## src/hdl/tfcm_pkg.sv

```systemverilog
// ----------------------------------------------------------------------------
// Thermal false colour mapper: shared package
// Types, codes and constants used by the controller and the datapath.
// ----------------------------------------------------------------------------
package tfcm_pkg;

    // Field widths fixed by the interface.
    localparam int TEMP_W     = 16;
    localparam int ADDR_W     = 8;
    localparam int COLOUR_W   = 24;
    localparam int DEG_W      = 10;
    localparam int CFG_DATA_W = 16;
    localparam int CFG_INDEX_W = 1;

    // Divider: 19 quotient bits, 3 for the gradient segment, 16 for the fraction.
    localparam int DIV_W  = 19;
    localparam int FRAC_W = 16;
    localparam int STEP_W = 5;

    // Configuration register indexes.
    localparam logic [CFG_INDEX_W-1:0] REG_LOW_LIMIT  = 1'b0;
    localparam logic [CFG_INDEX_W-1:0] REG_HIGH_LIMIT = 1'b1;

    // Reset values of the limits, 1/64 degree units.
    localparam logic signed [TEMP_W-1:0] LOW_LIMIT_RESET  = 16'sd320;
    localparam logic signed [TEMP_W-1:0] HIGH_LIMIT_RESET = 16'sd3200;

    // Start values of the running frame extremes, whole degrees.
    localparam logic signed [DEG_W-1:0] MIN_START = 10'sd100;
    localparam logic signed [DEG_W-1:0] MAX_START = 10'sd0;

    // One gradient stop, one bit per channel: {blue, green, red}.
    typedef logic [2:0] stop_t;

    typedef enum logic [1:0] {
        ST_IDLE,
        ST_SETUP,
        ST_DIVIDE,
        ST_FINISH
    } state_t;

    typedef enum logic [1:0] {
        CLS_BLACK,
        CLS_WHITE,
        CLS_GRADIENT
    } colour_class_t;

    // Commands from the controller to the datapath.
    typedef struct packed {
        logic load_input;
        logic setup;
        logic div_step;
        logic load_output;
    } dp_cmd_t;

    // Status from the datapath to the controller.
    typedef struct packed {
        logic gradient;
        logic div_last;
    } dp_status_t;

    // Gradient stops: black, blue, green, yellow, red, magenta, white.
    function automatic stop_t stop_colour(input logic [2:0] idx);
        stop_t s;
        case (idx)
            3'd0:    s = 3'b000;
            3'd1:    s = 3'b100;
            3'd2:    s = 3'b010;
            3'd3:    s = 3'b011;
            3'd4:    s = 3'b001;
            3'd5:    s = 3'b101;
            default: s = 3'b111;
        endcase
        return s;
    endfunction

endpackage

```

## src/hdl/tfcm_ctrl.sv

```systemverilog
// ----------------------------------------------------------------------------
// Thermal false colour mapper: controller
// Sequences one pixel request through setup, division (gradient pixels only)
// and result load, and owns the output valid flag.
// ----------------------------------------------------------------------------
module tfcm_ctrl
    import tfcm_pkg::*;
(
    input  logic       clk,
    input  logic       rst_n,
    input  logic       in_valid,
    output logic       in_stall,
    output logic       out_valid,
    input  logic       out_stall,
    input  dp_status_t status,
    output dp_cmd_t    cmd
);

    state_t state_reg;
    state_t state_next;
    logic   out_valid_reg;
    logic   out_valid_next;
    logic   out_free;

    // The output register can take a new result when empty or being drained.
    assign out_free = !out_valid_reg || !out_stall;

    // Next state.
    always_comb
    begin
        state_next = state_reg;
        case (state_reg)
            ST_IDLE:
            begin
                if (in_valid)
                begin
                    state_next = ST_SETUP;
                end
            end
            ST_SETUP:
            begin
                state_next = status.gradient ? ST_DIVIDE : ST_FINISH;
            end
            ST_DIVIDE:
            begin
                if (status.div_last)
                begin
                    state_next = ST_FINISH;
                end
            end
            ST_FINISH:
            begin
                if (out_free)
                begin
                    state_next = ST_IDLE;
                end
            end
            default:
            begin
                state_next = ST_IDLE;
            end
        endcase
    end

    // Outputs and datapath commands.
    always_comb
    begin
        cmd            = '0;
        in_stall       = 1'b1;
        case (state_reg)
            ST_IDLE:
            begin
                in_stall       = 1'b0;
                cmd.load_input = in_valid;
            end
            ST_SETUP:
            begin
                cmd.setup = 1'b1;
            end
            ST_DIVIDE:
            begin
                cmd.div_step = 1'b1;
            end
            ST_FINISH:
            begin
                cmd.load_output = out_free;
            end
            default:
            begin
                cmd = '0;
            end
        endcase
    end

    // Output valid flag follows loads and downstream takes.
    assign out_valid_next = cmd.load_output ? 1'b1 : (out_valid_reg && out_stall);
    assign out_valid      = out_valid_reg;

    always_ff @(posedge clk or negedge rst_n)
    begin
        if (!rst_n)
        begin
            state_reg     <= ST_IDLE;
            out_valid_reg <= 1'b0;
        end
        else
        begin
            state_reg     <= state_next;
            out_valid_reg <= out_valid_next;
        end
    end

endmodule

```

## src/hdl/tfcm_datapath.sv

```systemverilog
// ----------------------------------------------------------------------------
// Thermal false colour mapper: datapath
// Limit registers, gradient position divider, colour ramp, rotated address
// counters, frame extremes and the output register.
// ----------------------------------------------------------------------------
module tfcm_datapath
    import tfcm_pkg::*;
#(
    parameter int COLUMNS = 16,
    parameter int ROWS    = 12
)
(
    input  logic                          clk,
    input  logic                          rst_n,
    input  logic                          cfg_we,
    input  logic [CFG_INDEX_W-1:0]        cfg_index,
    input  logic [CFG_DATA_W-1:0]         cfg_data,
    input  logic signed [TEMP_W-1:0]      temperature,
    input  dp_cmd_t                       cmd,
    output dp_status_t                    status,
    output logic [ADDR_W-1:0]             pixel_address,
    output logic [COLOUR_W-1:0]           colour,
    output logic signed [DEG_W-1:0]       frame_min,
    output logic signed [DEG_W-1:0]       frame_max,
    output logic                          frame_end
);

    localparam int CW     = (ROWS > 1) ? $clog2(ROWS) : 1;
    localparam int RW     = (COLUMNS > 1) ? $clog2(COLUMNS) : 1;
    localparam int AW     = $clog2(ROWS * COLUMNS);
    localparam int ADDR_X = (AW > ADDR_W) ? AW : ADDR_W;

    // Limit registers.
    logic signed [TEMP_W-1:0] low_limit_reg;
    logic signed [TEMP_W-1:0] high_limit_reg;

    // Working registers of the pixel being processed.
    logic signed [TEMP_W-1:0] temp_reg;
    colour_class_t            class_reg;
    colour_class_t            class_next;
    logic [FRAC_W-1:0]        range_reg;
    logic [FRAC_W-1:0]        rem_reg;
    logic [FRAC_W-1:0]        rem_next;
    logic [DIV_W-1:0]         quo_reg;
    logic [DIV_W-1:0]         quo_next;
    logic [STEP_W-1:0]        step_reg;
    logic [STEP_W-1:0]        step_next;

    // Frame position and extremes.
    logic [CW-1:0]            col_reg;
    logic [CW-1:0]            col_next;
    logic [RW-1:0]            row_reg;
    logic [RW-1:0]            row_next;
    logic [AW-1:0]            base_reg;
    logic [AW-1:0]            base_next;
    logic signed [DEG_W-1:0]  min_reg;
    logic signed [DEG_W-1:0]  min_next;
    logic signed [DEG_W-1:0]  max_reg;
    logic signed [DEG_W-1:0]  max_next;

    // Output register.
    logic [ADDR_W-1:0]        pixel_address_reg;
    logic [COLOUR_W-1:0]      colour_reg;
    logic signed [DEG_W-1:0]  frame_min_reg;
    logic signed [DEG_W-1:0]  frame_max_reg;
    logic                     frame_end_reg;

    // Setup stage signals.
    logic                     is_black;
    logic                     is_white;
    logic [TEMP_W:0]          diff_full;
    logic [TEMP_W:0]          range_full;
    logic [DIV_W-1:0]         num;

    // Divider step signals.
    logic [FRAC_W:0]          trial;
    logic [FRAC_W:0]          trial_sub;
    logic                     trial_ge;

    // Colour ramp signals.
    logic [2:0]               seg;
    logic [FRAC_W-1:0]        frac;
    stop_t                    stop_lo;
    stop_t                    stop_hi;
    logic [23:0]              prod_up;
    logic [FRAC_W:0]          weight_dn;
    logic [24:0]              prod_dn;
    logic [7:0]               ramp_up;
    logic [7:0]               ramp_dn;
    logic [7:0]               chan [3];
    logic [COLOUR_W-1:0]      colour_sel;

    // Address and extremes signals.
    logic                     last_pixel;
    logic [ADDR_X-1:0]        addr_full;
    logic signed [DEG_W-1:0]  temp_deg;
    logic signed [TEMP_W-1:0] min_scaled;
    logic signed [TEMP_W-1:0] max_scaled;
    logic signed [DEG_W-1:0]  min_upd;
    logic signed [DEG_W-1:0]  max_upd;

    // Configuration writes; an index outside the list is ignored.
    always_ff @(posedge clk or negedge rst_n)
    begin
        if (!rst_n)
        begin
            low_limit_reg  <= LOW_LIMIT_RESET;
            high_limit_reg <= HIGH_LIMIT_RESET;
        end
        else if (cfg_we)
        begin
            case (cfg_index)
                REG_LOW_LIMIT:  low_limit_reg  <= $signed(cfg_data);
                REG_HIGH_LIMIT: high_limit_reg <= $signed(cfg_data);
                default:        ;
            endcase
        end
    end

    // Clamp tests and the scaled position numerator (t - low) * 6.
    assign is_black   = (temp_reg <= low_limit_reg);
    assign is_white   = (temp_reg >= high_limit_reg);
    assign diff_full  = {temp_reg[TEMP_W-1], temp_reg} - {low_limit_reg[TEMP_W-1], low_limit_reg};
    assign range_full = {high_limit_reg[TEMP_W-1], high_limit_reg}
                      - {low_limit_reg[TEMP_W-1], low_limit_reg};
    assign num        = {1'b0, diff_full[FRAC_W-1:0], 2'b00}
                      + {2'b00, diff_full[FRAC_W-1:0], 1'b0};

    always_comb
    begin
        if (is_black)
        begin
            class_next = CLS_BLACK;
        end
        else if (is_white)
        begin
            class_next = CLS_WHITE;
        end
        else
        begin
            class_next = CLS_GRADIENT;
        end
    end

    // One restoring division step. The dividend is num * 65536; its top
    // sixteen bits are already below the range, so they preload the remainder.
    assign trial     = {rem_reg, quo_reg[DIV_W-1]};
    assign trial_sub = trial - {1'b0, range_reg};
    assign trial_ge  = (trial >= {1'b0, range_reg});

    always_comb
    begin
        rem_next  = rem_reg;
        quo_next  = quo_reg;
        step_next = step_reg;
        if (cmd.setup)
        begin
            rem_next  = num[DIV_W-1:3];
            quo_next  = {num[2:0], {FRAC_W{1'b0}}};
            step_next = '0;
        end
        else if (cmd.div_step)
        begin
            rem_next  = trial_ge ? trial_sub[FRAC_W-1:0] : trial[FRAC_W-1:0];
            quo_next  = {quo_reg[DIV_W-2:0], trial_ge};
            step_next = step_reg + 1'b1;
        end
    end

    assign status.gradient = !is_black && !is_white;
    assign status.div_last = (step_reg == STEP_W'(DIV_W - 1));

    // Working registers.
    always_ff @(posedge clk)
    begin
        if (cmd.load_input)
        begin
            temp_reg <= temperature;
        end
        if (cmd.setup)
        begin
            class_reg <= class_next;
            range_reg <= range_full[FRAC_W-1:0];
        end
        rem_reg  <= rem_next;
        quo_reg  <= quo_next;
        step_reg <= step_next;
    end

    // Colour ramp between the two stops of the segment.
    assign seg       = quo_reg[DIV_W-1:FRAC_W];
    assign frac      = quo_reg[FRAC_W-1:0];
    assign stop_lo   = stop_colour(seg);
    assign stop_hi   = stop_colour(seg + 3'd1);
    assign prod_up   = 24'(frac) * 24'd255;
    assign weight_dn = 17'h10000 - {1'b0, frac};
    assign prod_dn   = 25'(weight_dn) * 25'd255;
    assign ramp_up   = prod_up[23:16];
    assign ramp_dn   = prod_dn[23:16];

    always_comb
    begin
        for (int k = 0; k < 3; k++)
        begin
            if (stop_lo[k] == stop_hi[k])
            begin
                chan[k] = {8{stop_lo[k]}};
            end
            else if (stop_hi[k])
            begin
                chan[k] = ramp_up;
            end
            else
            begin
                chan[k] = ramp_dn;
            end
        end
    end

    always_comb
    begin
        case (class_reg)
            CLS_BLACK:    colour_sel = '0;
            CLS_WHITE:    colour_sel = '1;
            CLS_GRADIENT: colour_sel = {chan[2], chan[1], chan[0]};
            default:      colour_sel = '0;
        endcase
    end

    // Rotated address: column * COLUMNS + (COLUMNS - 1 - row), base tracks the product.
    assign last_pixel = (row_reg == RW'(COLUMNS - 1)) && (col_reg == CW'(ROWS - 1));
    assign addr_full  = ADDR_X'(base_reg) + ADDR_X'(COLUMNS - 1) - ADDR_X'(row_reg);

    // Whole degrees, truncated toward zero.
    assign temp_deg   = $signed(temp_reg[TEMP_W-1:6])
                      + $signed({{(DEG_W-1){1'b0}}, temp_reg[TEMP_W-1] && (|temp_reg[5:0])});
    assign min_scaled = $signed({min_reg, 6'b000000});
    assign max_scaled = $signed({max_reg, 6'b000000});
    assign min_upd    = (min_scaled > temp_reg) ? temp_deg : min_reg;
    assign max_upd    = (max_scaled < temp_reg) ? temp_deg : max_reg;

    // Frame position and extremes advance when a result is loaded.
    always_comb
    begin
        col_next  = col_reg;
        row_next  = row_reg;
        base_next = base_reg;
        min_next  = min_reg;
        max_next  = max_reg;
        if (cmd.load_output)
        begin
            if (last_pixel)
            begin
                col_next  = '0;
                row_next  = '0;
                base_next = '0;
                min_next  = MIN_START;
                max_next  = MAX_START;
            end
            else
            begin
                min_next = min_upd;
                max_next = max_upd;
                if (col_reg == CW'(ROWS - 1))
                begin
                    col_next  = '0;
                    base_next = '0;
                    row_next  = row_reg + 1'b1;
                end
                else
                begin
                    col_next  = col_reg + 1'b1;
                    base_next = base_reg + AW'(COLUMNS);
                end
            end
        end
    end

    always_ff @(posedge clk or negedge rst_n)
    begin
        if (!rst_n)
        begin
            col_reg  <= '0;
            row_reg  <= '0;
            base_reg <= '0;
            min_reg  <= MIN_START;
            max_reg  <= MAX_START;
        end
        else
        begin
            col_reg  <= col_next;
            row_reg  <= row_next;
            base_reg <= base_next;
            min_reg  <= min_next;
            max_reg  <= max_next;
        end
    end

    // Output register.
    always_ff @(posedge clk)
    begin
        if (cmd.load_output)
        begin
            pixel_address_reg <= addr_full[ADDR_W-1:0];
            colour_reg        <= colour_sel;
            frame_min_reg     <= min_upd;
            frame_max_reg     <= max_upd;
            frame_end_reg     <= last_pixel;
        end
    end

    assign pixel_address = pixel_address_reg;
    assign colour        = colour_reg;
    assign frame_min     = frame_min_reg;
    assign frame_max     = frame_max_reg;
    assign frame_end     = frame_end_reg;

endmodule

```

## src/hdl/thermal_false_colour_mapper_core.sv

```systemverilog
// ----------------------------------------------------------------------------
// Thermal false colour mapper core
// Maps each pixel temperature to a seven-stop false colour, a rotated
// output address and running whole-degree frame extremes.
// ----------------------------------------------------------------------------
//
//  Channel   Signals                                   Direction  Payload
//  --------  ----------------------------------------  ---------  ----------------------
//  config    cfg_we, cfg_index, cfg_data               in         low/high limit write
//  input     in_valid, in_stall, temperature           in         one pixel temperature
//  output    out_valid, out_stall, pixel_address,      out        address, colour,
//            colour, frame_min, frame_max, frame_end              extremes, frame end
//
//  A pixel clamped to black or white skips the division; a pixel between the
//  limits passes through the 19-step radix-2 divider that finds the
//  gradient segment and fraction. One pixel is processed at a time.
//  Reset restores the limits to 320 and 3200 and starts a new frame.
//  A new request is taken while a finished result waits; a stalled output
//  holds the next result in the datapath until the output register frees.
//
module thermal_false_colour_mapper_core
    import tfcm_pkg::*;
#(
    parameter int COLUMNS = 16,
    parameter int ROWS    = 12
)
(
    input  logic                     clk,
    input  logic                     rst_n,
    input  logic                     cfg_we,
    input  logic [CFG_INDEX_W-1:0]   cfg_index,
    input  logic [CFG_DATA_W-1:0]    cfg_data,
    input  logic                     in_valid,
    output logic                     in_stall,
    input  logic signed [TEMP_W-1:0] temperature,
    output logic                     out_valid,
    input  logic                     out_stall,
    output logic [ADDR_W-1:0]        pixel_address,
    output logic [COLOUR_W-1:0]      colour,
    output logic signed [DEG_W-1:0]  frame_min,
    output logic signed [DEG_W-1:0]  frame_max,
    output logic                     frame_end
);

    dp_cmd_t    cmd;
    dp_status_t status;

    // Sequencing.
    tfcm_ctrl u_ctrl (
        .clk       (clk),
        .rst_n     (rst_n),
        .in_valid  (in_valid),
        .in_stall  (in_stall),
        .out_valid (out_valid),
        .out_stall (out_stall),
        .status    (status),
        .cmd       (cmd)
    );

    // Arithmetic and storage.
    tfcm_datapath #(
        .COLUMNS (COLUMNS),
        .ROWS    (ROWS)
    ) u_datapath (
        .clk           (clk),
        .rst_n         (rst_n),
        .cfg_we        (cfg_we),
        .cfg_index     (cfg_index),
        .cfg_data      (cfg_data),
        .temperature   (temperature),
        .cmd           (cmd),
        .status        (status),
        .pixel_address (pixel_address),
        .colour        (colour),
        .frame_min     (frame_min),
        .frame_max     (frame_max),
        .frame_end     (frame_end)
    );

endmodule

```

## config.mk

```make
export PLATFORM = sky130hd
export DESIGN_NAME = thermal_false_colour_mapper_core
export DESIGN_NICKNAME = d
export VERILOG_FILES = /design/src/hdl/tfcm_pkg.sv /design/src/hdl/tfcm_ctrl.sv /design/src/hdl/tfcm_datapath.sv /design/src/hdl/thermal_false_colour_mapper_core.sv
export SDC_FILE = /design/constraint.sdc
export NUM_CORES = 1
export LEC_CHECK = 0
export ABC_AREA = 1
export BUFFER_PORTS_ARGS = -buffer_cell sky130_fd_sc_hd__buf_2
export CORE_MARGIN = 2
export CORE_UTILIZATION = 58
export DETAILED_ROUTE_END_ITERATION = 8
export GPL_TIMING_DRIVEN = 0
export PLACE_DENSITY = 0.83
export SETUP_SLACK_MARGIN = 0.1
export SLEW_MARGIN = 20
export SYNTH_ARGS = -nofsm -noshare
export SYNTH_HDL_FRONTEND = slang
export SYNTH_SLANG_ARGS = --single-unit
```

## constraint.sdc

```tcl
create_clock -name clk -period 5.7 [get_ports clk]
set_input_delay 0.57 -clock clk [delete_from_list [all_inputs] [get_ports clk]]
set_output_delay 0.57 -clock clk [all_outputs]
set_load 0.01 [all_outputs]
```

# --- Yosys cells after proc, flatten, opt, wreduce, memory -nomap -nowiden ---
# Index checks and enable logic that the tools add are counted.
totals:
  output_inout_bits: 55
  reg_bits: 198
op_classes:
  mux: 36
  addsub: 13
  eq_ne: 24
  n_reduce_logical: 19
  mul: 2
  magnitude_cmp: 5
  bitwise_logic: 1
ops:
  columns: ["cell", "count"]
  rows:
  - ["$mux 8", 8]
  - ["$mux 16", 3]
  - ["$pmux 24 s2", 1]
  - ["$sub 16x16->16", 3]
  - ["$mux 10", 4]
  - ["$mux 19", 2]
  - ["$pmux 3 s6", 2]
  - ["$mul 16x8->24 const B", 1]
  - ["$mul 17x8->24 const B", 1]
  - ["$add 18x17->19", 1]
  - ["$ge 17x16->1", 1]
  - ["$sub 17x16->17 const A", 1]
  - ["$ge 16x16->1", 1]
  - ["$gt 16x16->1", 1]
  - ["$le 16x16->1", 1]
  - ["$lt 16x16->1", 1]
  - ["$mux 4", 4]
  - ["$eq 3x2->1 const B", 4]
  - ["$eq 3x3->1 const B", 4]
  - ["$add 10x2->10", 1]
  - ["$add 4x1->4 const B", 2]
  - ["$add 8x4->8 const B", 1]
  - ["$add 8x5->8 const B", 1]
  - ["$eq 4x4->1 const B", 2]
  - ["23 further kinds", 49]

# --- Logic depth before layout (Yosys ltp) ---
# Gate-level depths: netlist of the first run.
depth:
  word_depth: 6
  depth_mapped: 29
  ltp_nobuf: 29

# --- Cells and area by module ---
# From an unflattened synthesis of the first run, not the netlist that was laid out.
hier_totals:
  cells_unflattened: 2368
  area_unflattened_um2: 19303.5
by_module_without_submodules:
  columns: ["module", "instances", "seq_area_each_um2", "area_per_inst_um2", "cells_each"]
  rows:
  - ["tfcm_datapath", 1, 5215.0, 19038.3, 2331]
  - ["tfcm_ctrl", 1, 75.1, 265.3, 37]

# --- Least setup slack after synthesis of the first run ---
# Ideal clock, no wire load.
synth_path:
  kind: "reg-to-reg"
  from: "reg u_datapath.quo_reg[4]"
  to: "reg u_datapath.colour_reg[14], in the netlist u_datapath.colour[14] (data pin)"
  n_path_buf: 0
  required_ps: 5430
  setup_slack_ps: 29
  stages_incl_launch_ff: 25
  arrival_time_ps: 5401
  cell_sequence: "dfxtp_1 -> inv_1 -> ha_1 -> nand4_1 -> nor2_2 -> nand3_1 -> nor2_1 -> xor2_1 -> inv_1 -> fa_1 -> fa_1 -> fa_1 -> inv_1 -> fa_1 -> inv_1 -> ha_1 -> nand2_1 -> nor2_1 -> inv_1 -> nor3_1 -> nand4_1 -> nand4_1 -> nand3_1 -> nand3_1 -> a21oi_1"
synth_between:
  elab_chain_cells: 5
synth_rtl:
  columns: ["element", "line", "rtl"]
  rows:
  - ["start, declared", "tfcm_datapath.sv:44", "logic [DIV_W-1:0] quo_reg;"]
  - ["start signal, assigned", "tfcm_datapath.sv:186", "quo_reg <= quo_next;"]
  - ["$sub 17x16->17", "tfcm_datapath.sv:196", "assign weight_dn = 17'h10000 - {1'b0, frac};"]
  - ["$mul 17x8->24", "tfcm_datapath.sv:197", "assign prod_dn = 25'(weight_dn) * 25'd255;"]
  - ["$mux 8 *", "tfcm_datapath.sv:209", "else if (stop_hi[k])"]
  - ["$mux 8 *", "tfcm_datapath.sv:205", "if (stop_lo[k] == stop_hi[k])"]
  - ["$pmux 24 s2 *", "tfcm_datapath.sv:222", "case (class_reg)"]
  - ["via u_datapath.colour_sel[14]", "tfcm_datapath.sv:91", "logic [COLOUR_W-1:0] colour_sel;"]
  - ["end signal, assigned", "tfcm_datapath.sv:305", "colour_reg <= colour_sel;"]
  - ["end, declared", "tfcm_datapath.sv:63", "logic [COLOUR_W-1:0] colour_reg;"]
# The timed path passes the listed nets; every way through them passes the cells marked *.
# A chain may end at the register's enable or synchronous reset.

# --- Worst setup path after layout of the first run ---
layout_path:
  from: "reg u_datapath.quo_reg[5]"
  to: "reg u_datapath.colour_reg[19], in the netlist u_datapath.colour[19] (data pin)"
# Same word-level chain as after synthesis.

==> flow_metrics.tcl, run 1 <==
set metrics [dict create \
    status "finished, final reports clean" \
    ant_nets 0 \
    grt_pass1_vias 17000 \
    netlist.top_cell.by_area "edfxtp_1" \
    synth_most_common_cell "inv_1" \
    rr_worst_depth 24 \
    routed-via-count 16900 \
    cp-start-kind "register" \
    timing.fmax_ghz 0.182 \
    antenna_found_initial 1 \
    min_path_type "in -> async" \
    largest_reg_flops 24 \
    root_buffer "clkbuf_16" \
    vias_per_cell 5.55 \
    drt_pass1_iterations 6 \
    io_pins 93 \
    synth.top_cell.area_share_pct 16.4 \
    rsz0062_at_grt "yes" \
    syn_area_per_cell_sq_um 8.14 \
    nFillCells 2484 \
    placed_area_sq_um 20500 \
    hold_viol_final 0 \
    relSlewSlack_pct 28.2 \
    worst_slew_pin_slew_ns 1.07 \
    insertion_delay_ns 0.46 \
    synth-async-reset-ratio_pct 34.5 \
    ys.flop_type "edfxtp_1" \
    critical_path_class "reg -> reg" \
    yosys-top-cells-area "edfxtp_1, ha_1, fa_1, inv_1, nand2_1" \
    finalSetupViolCount 0 \
    yosysWarningCount 0 \
    r2r-start "u_datapath.quo_reg[5]" \
    fp.dieArea_sq_um 35000 \
    r2r_end "u_datapath.colour[19]" \
    synth_cell_type_count 51 \
    synth_common_cells "inv_1, nand2_1, ha_1" \
    hpwlAfterDp_microns 38200 \
    yosysSeqAreaShare_pct 27.2 \
    gp_congestion 0.933 \
    cp.arrival_ns 5.70 \
    synth_cells 2389 \
    htree_levels 4 \
    grt_max_degree 49 \
    syn_area_sq_um 19400 \
    die_h_microns 187 \
    start_util_pct 58.4 \
    drt_wl_total_microns 50400 \
    cts.path.max_buffers 2 \
    cts_hold_buf 0 \
    post-route-drc-count 0 \
    grt_first_pass_wirelength_microns 80500 \
    core_sq_um 33300 \
    synthToLayoutAreaGrowth_pct 15.7 \
    fin_util_pct 67.6 \
    cts_made_buffers 17 \
    track_usage_pct 28.1 \
    period_needed_ns 5.51 \
    grt-ovfl-total 0 \
    worstPathMaxFanout 6 \
    final_nets 2989 \
    dieWidth_microns 187 \
    r2r_setup_slack_ns 0.19 \
    fin_area_sq_um 22500 \
    wire_per_inst_microns 16.5 \
    finalClockSkew_ns 0.00922 \
    maxSlewViolCount 0 \
    io_buffers 92 \
    fin_crit_sh_pct 96.6 \
    cts.sinks 194 \
    worstPathRequired_ns 5.89 \
    clk_pin_slew_ns 0.08 \
    cts_tree "done" \
    synth_edf_count 106 \
    drive_above_1_share_pct 14.4 \
    endpoint_kind "register" \
    drt_iter0_drc 1285 \
    cap_violations 0 \
    synth_seq_cells 194 \
    num_rows 67 \
]
==> worst max path at each step <==
stage,slack (ns),startpoint,depth (start not counted),endpoint
2_1_floorplan,0.13,u_datapath.quo_reg[4],25,u_datapath.colour[14]
3_3_place_gp,-0.80,u_datapath.quo_reg[0],25,u_datapath.colour[14]
3_5_place_dp,-0.86,u_datapath.quo_reg[0],25,u_datapath.colour[14]
4_1_cts,0.10,u_datapath.quo_reg[0],24,u_datapath.colour[20]
5_1_grt,-0.03,u_datapath.quo_reg[3],26,u_datapath.colour[21]
6_report,0.19,u_datapath.quo_reg[5],24,u_datapath.colour[19]
==> layout by cell type (no fill, tap or decap), drive strengths merged, types with 21 or more instances in the layout <==
cell    instances
ha            231
xor2           72
fa            134
edfxtp        106
o21ai         144
nand4          25
a21oi         169
nor3           28
buf           185
nor2          123
nand3         172
dfrtp          59
xnor2          22
nand2         458
clkbuf         39
inv           486
dfxtp          21
==> kinds of logic (layout without fill, tap and decap cells) <==
group | Yosys count | count (layout) | share of synthesized area, %
xor gates and xnor gates | 94 | 94 | 4.31
DFF | 194 | 194 | 27.2
other | 1 | 6 | 0.0193
adders and majority gates | 365 | 365 | 28.7
and+or+nand+nor | 842 | 842 | 19.0
buffers and inverters | 520 | 726 | 10.2
AOI/OAI and AO/OA | 373 | 373 | 10.6
==> critical path, stage by stage (launching register included) <==
cell and delay, ns:
dfxtp_4 0.39, inv_6 0.09, ha_1 0.15, nand4_1 0.18, nor2_4 0.21, nand2_4 0.09
xor2_4 0.21, buf_4 0.17, fa_1 0.54, inv_1 0.09, fa_1 0.51, fa_1 0.55
inv_1 0.06, fa_1 0.55, inv_1 0.08, ha_4 0.26, a21oi_2 0.18, o21a_1 0.17
nor2_1 0.07, nor2_1 0.14, nand3b_1 0.19, nand3_2 0.12, nand2_1 0.05, nand2_1 0.10
a21oi_2 0.07
==> cell type report <==
cell class                 count  area [sq um]  share of cell area [%]
buffer                        33           165                   0.734
clock buffer                  17           425                    1.89
antenna                        1          2.50                  0.0111
inverter                     487          1900                    8.46
timing repair buffer         174          1110                    4.94
sequential                   194          5340                    23.7
tap                          448           561                    2.49
clock inverter                15           211                   0.940
multi-input combinational   1679         12800                    56.8
==> repair_timing <==
item,4_1_cts,5_1_grt
pin swaps,11,44
resized for setup,71,103
buffers inserted,19,61
endpoints found under the setup margin,24,24
endpoints found under the hold margin,0,0
==> metal layers <==
| metal | global-route usage, % | share of wire, % | vias up |
|---|---|---|---|
| met1 | 34.1 | 41 | 8092 |
| met2 | 50.7 | 51 | 591 |
| met4 | 12.0 | 3.5 | 0 |
| met5 | 0 | 0 | - |
| li1 | - | - | 8092 |
| met3 | 3.10 | 4.6 | 131 |
==> through the flow <==
| stage | std cells | TNS (ns) | setup slack [ns] | hold WS, ns |
|---|---|---|---|---|
| floorplan | 2393 | 0 | 0.133 | 0.274 |
| global placement | 2933 | -15.38 | -0.802 | 0.437 |
| detailed placement | 2935 | -17.31 | -0.864 | 0.444 |
| CTS | 2986 | 0 | 0.100 | 0.0291 |
| global route | 3048 | -0.0569 | -0.0298 | 0.0539 |
| finish | 3048 | 0 | 0.191 | 0.0303 |
Power of run 1 is left out: the tool's default activity adds up to more than one toggle a clock period on the data nets, which glitch-free logic cannot reach.
==> inputs of run 2 (changes only) <==
CORE_UTILIZATION = 59   (was 58)
CTS_BUF_LIST = sky130_fd_sc_hd__clkbuf_4 sky130_fd_sc_hd__clkbuf_8   (was default)
PLACE_DENSITY = 0.84   (was 0.83)
SYNTH_HIERARCHICAL = 1   (was default)
==> run 2 against run 1 <==
Compared with the run above:
- first-iteration DRC count decreased by 14%
- synthesized cell count decreased by 0.88%
- utilization increased by 0.72 points
- routed wire length decreased by 1.1%
- die area decreased by 2.3%
- critical path depth increased by 2
- global-route usage increased by 1.1 points
- worst hold slack improved by 0.22 ns
- design area decreased by 1.7%
- critical path type unchanged
- largest cell class unchanged
==> flow_metrics.tcl, run 2 <==
set metrics [dict create \
    status "finished, final reports clean" \
    fin_ws_ns 0.189 \
    holdCritStartpoint "temperature[2]" \
    fp.dieArea_sq_um 34200 \
    drive_above_1_share_pct 15.2 \
    post-route-drc-count 0 \
    syn_area_sq_um 19300 \
    grt_max_degree 45 \
    drt_pass1_iterations 6 \
    rr_worst_depth 26 \
    worstPathMaxFanout 5 \
    synthToLayoutAreaGrowth_pct 14.5 \
    worstPathRequired_ns 6.06 \
    num_rows 66 \
    synth_edf_count 106 \
    final_nets 2956 \
    r2r_end "u_datapath/colour[5]" \
    insertion_delay_ns 0.50 \
    die_h_microns 185 \
    nFillCells 2509 \
    dieWidth_microns 185 \
    ant_nets 0 \
    ys.flop_type "edfxtp_1" \
    synth_cells 2368 \
    grt_first_pass_wirelength_microns 79700 \
    multiInputGateArea_sq_um 12700 \
    routed-via-count 16600 \
    start_util_pct 59.6 \
    r2r-start "u_datapath/quo_reg[6]" \
    numPlacedInstances 2909 \
    root_buffer "clkbuf_8" \
    cp.arrival_ns 5.87 \
    synth_seq_cells 194 \
    vias_per_cell 5.51 \
    fin_crit_sh_pct 96.7 \
    yosysWarningCount 6 \
    cts.sinks 194 \
    critical_path_class "reg -> reg" \
    grt_pass1_vias 17100 \
    n_antenna_cell 0 \
    io_pins 93 \
    finalClockSkew_ns 0.0243 \
    period_needed_ns 5.51 \
    yosysSeqAreaShare_pct 27.4 \
    cts_tree "done" \
    yosys-top-cells-area "edfxtp_1, ha_1, fa_1, nand2_1, inv_1" \
    synth.top_cell.area_share_pct 16.5 \
    wire_per_inst_microns 16.6 \
    layout_commonest_cell "nand2_1" \
    final_cell_mix "nand2_1, inv_1, ha_1" \
    holdPathEnd "u_datapath/temp_reg[2]" \
    io_buffers 92 \
    cp-start-kind "register" \
    largest_reg_flops 24 \
    timing.fmax_ghz 0.181 \
    drt_iter0_drc 1103 \
    cap_violations 0 \
    synth_most_common_cell "nand2_1" \
    drt_wl_total_microns 49900 \
    cts.path.max_buffers 2 \
    worst_slew_pin_slew_ns 0.890 \
    track_usage_pct 29.2 \
    hold_viol_final 0 \
    syn_area_per_cell_sq_um 8.15 \
    hpwlAfterDp_microns 38200 \
    gp_congestion 0.960 \
    synth-async-reset-ratio_pct 34.5 \
    antenna_found_initial 0 \
    htree_levels 4 \
    min_path_cells 1 \
    r2r_setup_slack_ns 0.19 \
    area.sequential_sq_um 5340 \
    cts_made_buffers 17 \
    synth_cell_type_count 56 \
    clk_pin_slew_ns 0.13 \
    endpoint_kind "register" \
    rsz0062_at_grt "yes" \
    relSlewSlack_pct 40.7 \
    grt-ovfl-total 0 \
    finalSetupViolCount 0 \
    min_path_type "in -> reg" \
    maxSlewViolCount 0 \
    netlist.top_cell.by_area "edfxtp_1" \
    core_sq_um 32400 \
    synth_common_cells "nand2_1, inv_1, ha_1" \
    place_ws_ns -0.838 \
    fin_cells 3012 \
]
## run 2: changes by cell type after synthesis, moves of 7 or more
cell / change
nor2_2: +9
o21ai_1: +8
inv_1: -10
nor3_1: -7
o22ai_1: +13
and2_1: -7
a21oi_1: -12
nand2_1: +52
nand3b_1: -10
o21ai_0: -21
nor2_1: -17
nand3_1: -23
## run 2: worst max-delay path by stage
stage	cells past startpoint	startpoint	to	slack (ns)
6_report	26	u_datapath/quo_reg[6]	u_datapath/colour[5]	0.19
5_1_grt	28	u_datapath/quo_reg[1]	u_datapath/colour[1]	-0.05
4_1_cts	28	u_datapath/quo_reg[6]	u_datapath/colour[15]	0.1
3_5_place_dp	25	u_datapath/quo_reg[6]	u_datapath/colour[12]	-0.84
3_3_place_gp	25	u_datapath/quo_reg[6]	u_datapath/colour[4]	-0.65
2_1_floorplan	29	u_datapath/quo_reg[4]	u_datapath/colour[15]	0.11
## run 2: final cells by class
type                    count  share of cell area, %
plain buffers              29                  0.662
clock buffers              17                   1.06
clock inverters            15                  0.939
inverters                 479                   8.42
multi-input cells        1670                   57.3
flip-flops and latches    194                   24.1
well taps                 442                   2.50
repair buffers            166                   4.94
## run 2: critical path, cell delays in order (launching register included)
cell and delay [ns]:
dfxtp_4 0.39, inv_6 0.08, ha_2 0.16, nand4_1 0.10
buf_6 0.15, nor2_4 0.11, buf_4 0.13, nand2_2 0.09
xor2_4 0.18, buf_4 0.16, fa_1 0.53, inv_2 0.07
fa_1 0.55, inv_1 0.06, fa_1 0.55, fa_1 0.45
ha_4 0.35, nand4_1 0.18, nor2_2 0.16, nand2_1 0.08
nor2_2 0.14, nor2_2 0.05, nand3b_1 0.15, nand3_1 0.12
nand2_1 0.10, nand3_2 0.10, a21oi_2 0.18
## run 2: per-layer routing
| metal | track usage, % | up-vias | share of wire [%] |
|---|---|---|---|
| met5 | 0 | - | 0 |
| met4 | 12.7 | 0 | 4.3 |
| met2 | 53.1 | 533 | 50 |
| li1 | - | 7996 | - |
| met3 | 3.22 | 129 | 4.6 |
| met1 | 34.8 | 7953 | 41 |
## run 2: cells by family after synthesis
| family | synth area share [%] |
|---|---|
| AO/OA/AOI/OAI | 10.3 |
| XOR/XNOR | 4.71 |
| adder cells (fa/ha/maj) | 28.6 |
| buffers and inverters | 10.1 |
| flip-flops | 27.4 |
| other | 0.0194 |
| AND/OR/NAND/NOR | 18.9 |
## run 2: through the flow
stage	hold slack, ns	utilization (%)	TNS [ns]	area, sq um
3_5_place_dp	0.469	63.1	-15.27	20400
4_1_cts	0.230	66.0	0	21300
3_3_place_gp	0.454	62.8	-17.56	20300
2_1_floorplan	0.274	-	0	19300
6_report	0.253	68.3	0	22100
5_1_grt	0.235	68.3	-0.102	22100
## run 2: timing repair
| action | 4_1_cts | 5_1_grt |
|---|---|---|
| hold buffers | 1 | 0 |
| pin swaps | 15 | 50 |
| endpoints found under the hold margin | 21 | 0 |
| setup endpoints to repair | 24 | 24 |
| resized for setup | 66 | 122 |
| buffers inserted | 28 | 42 |
Power of run 2 is left out for the same reason.
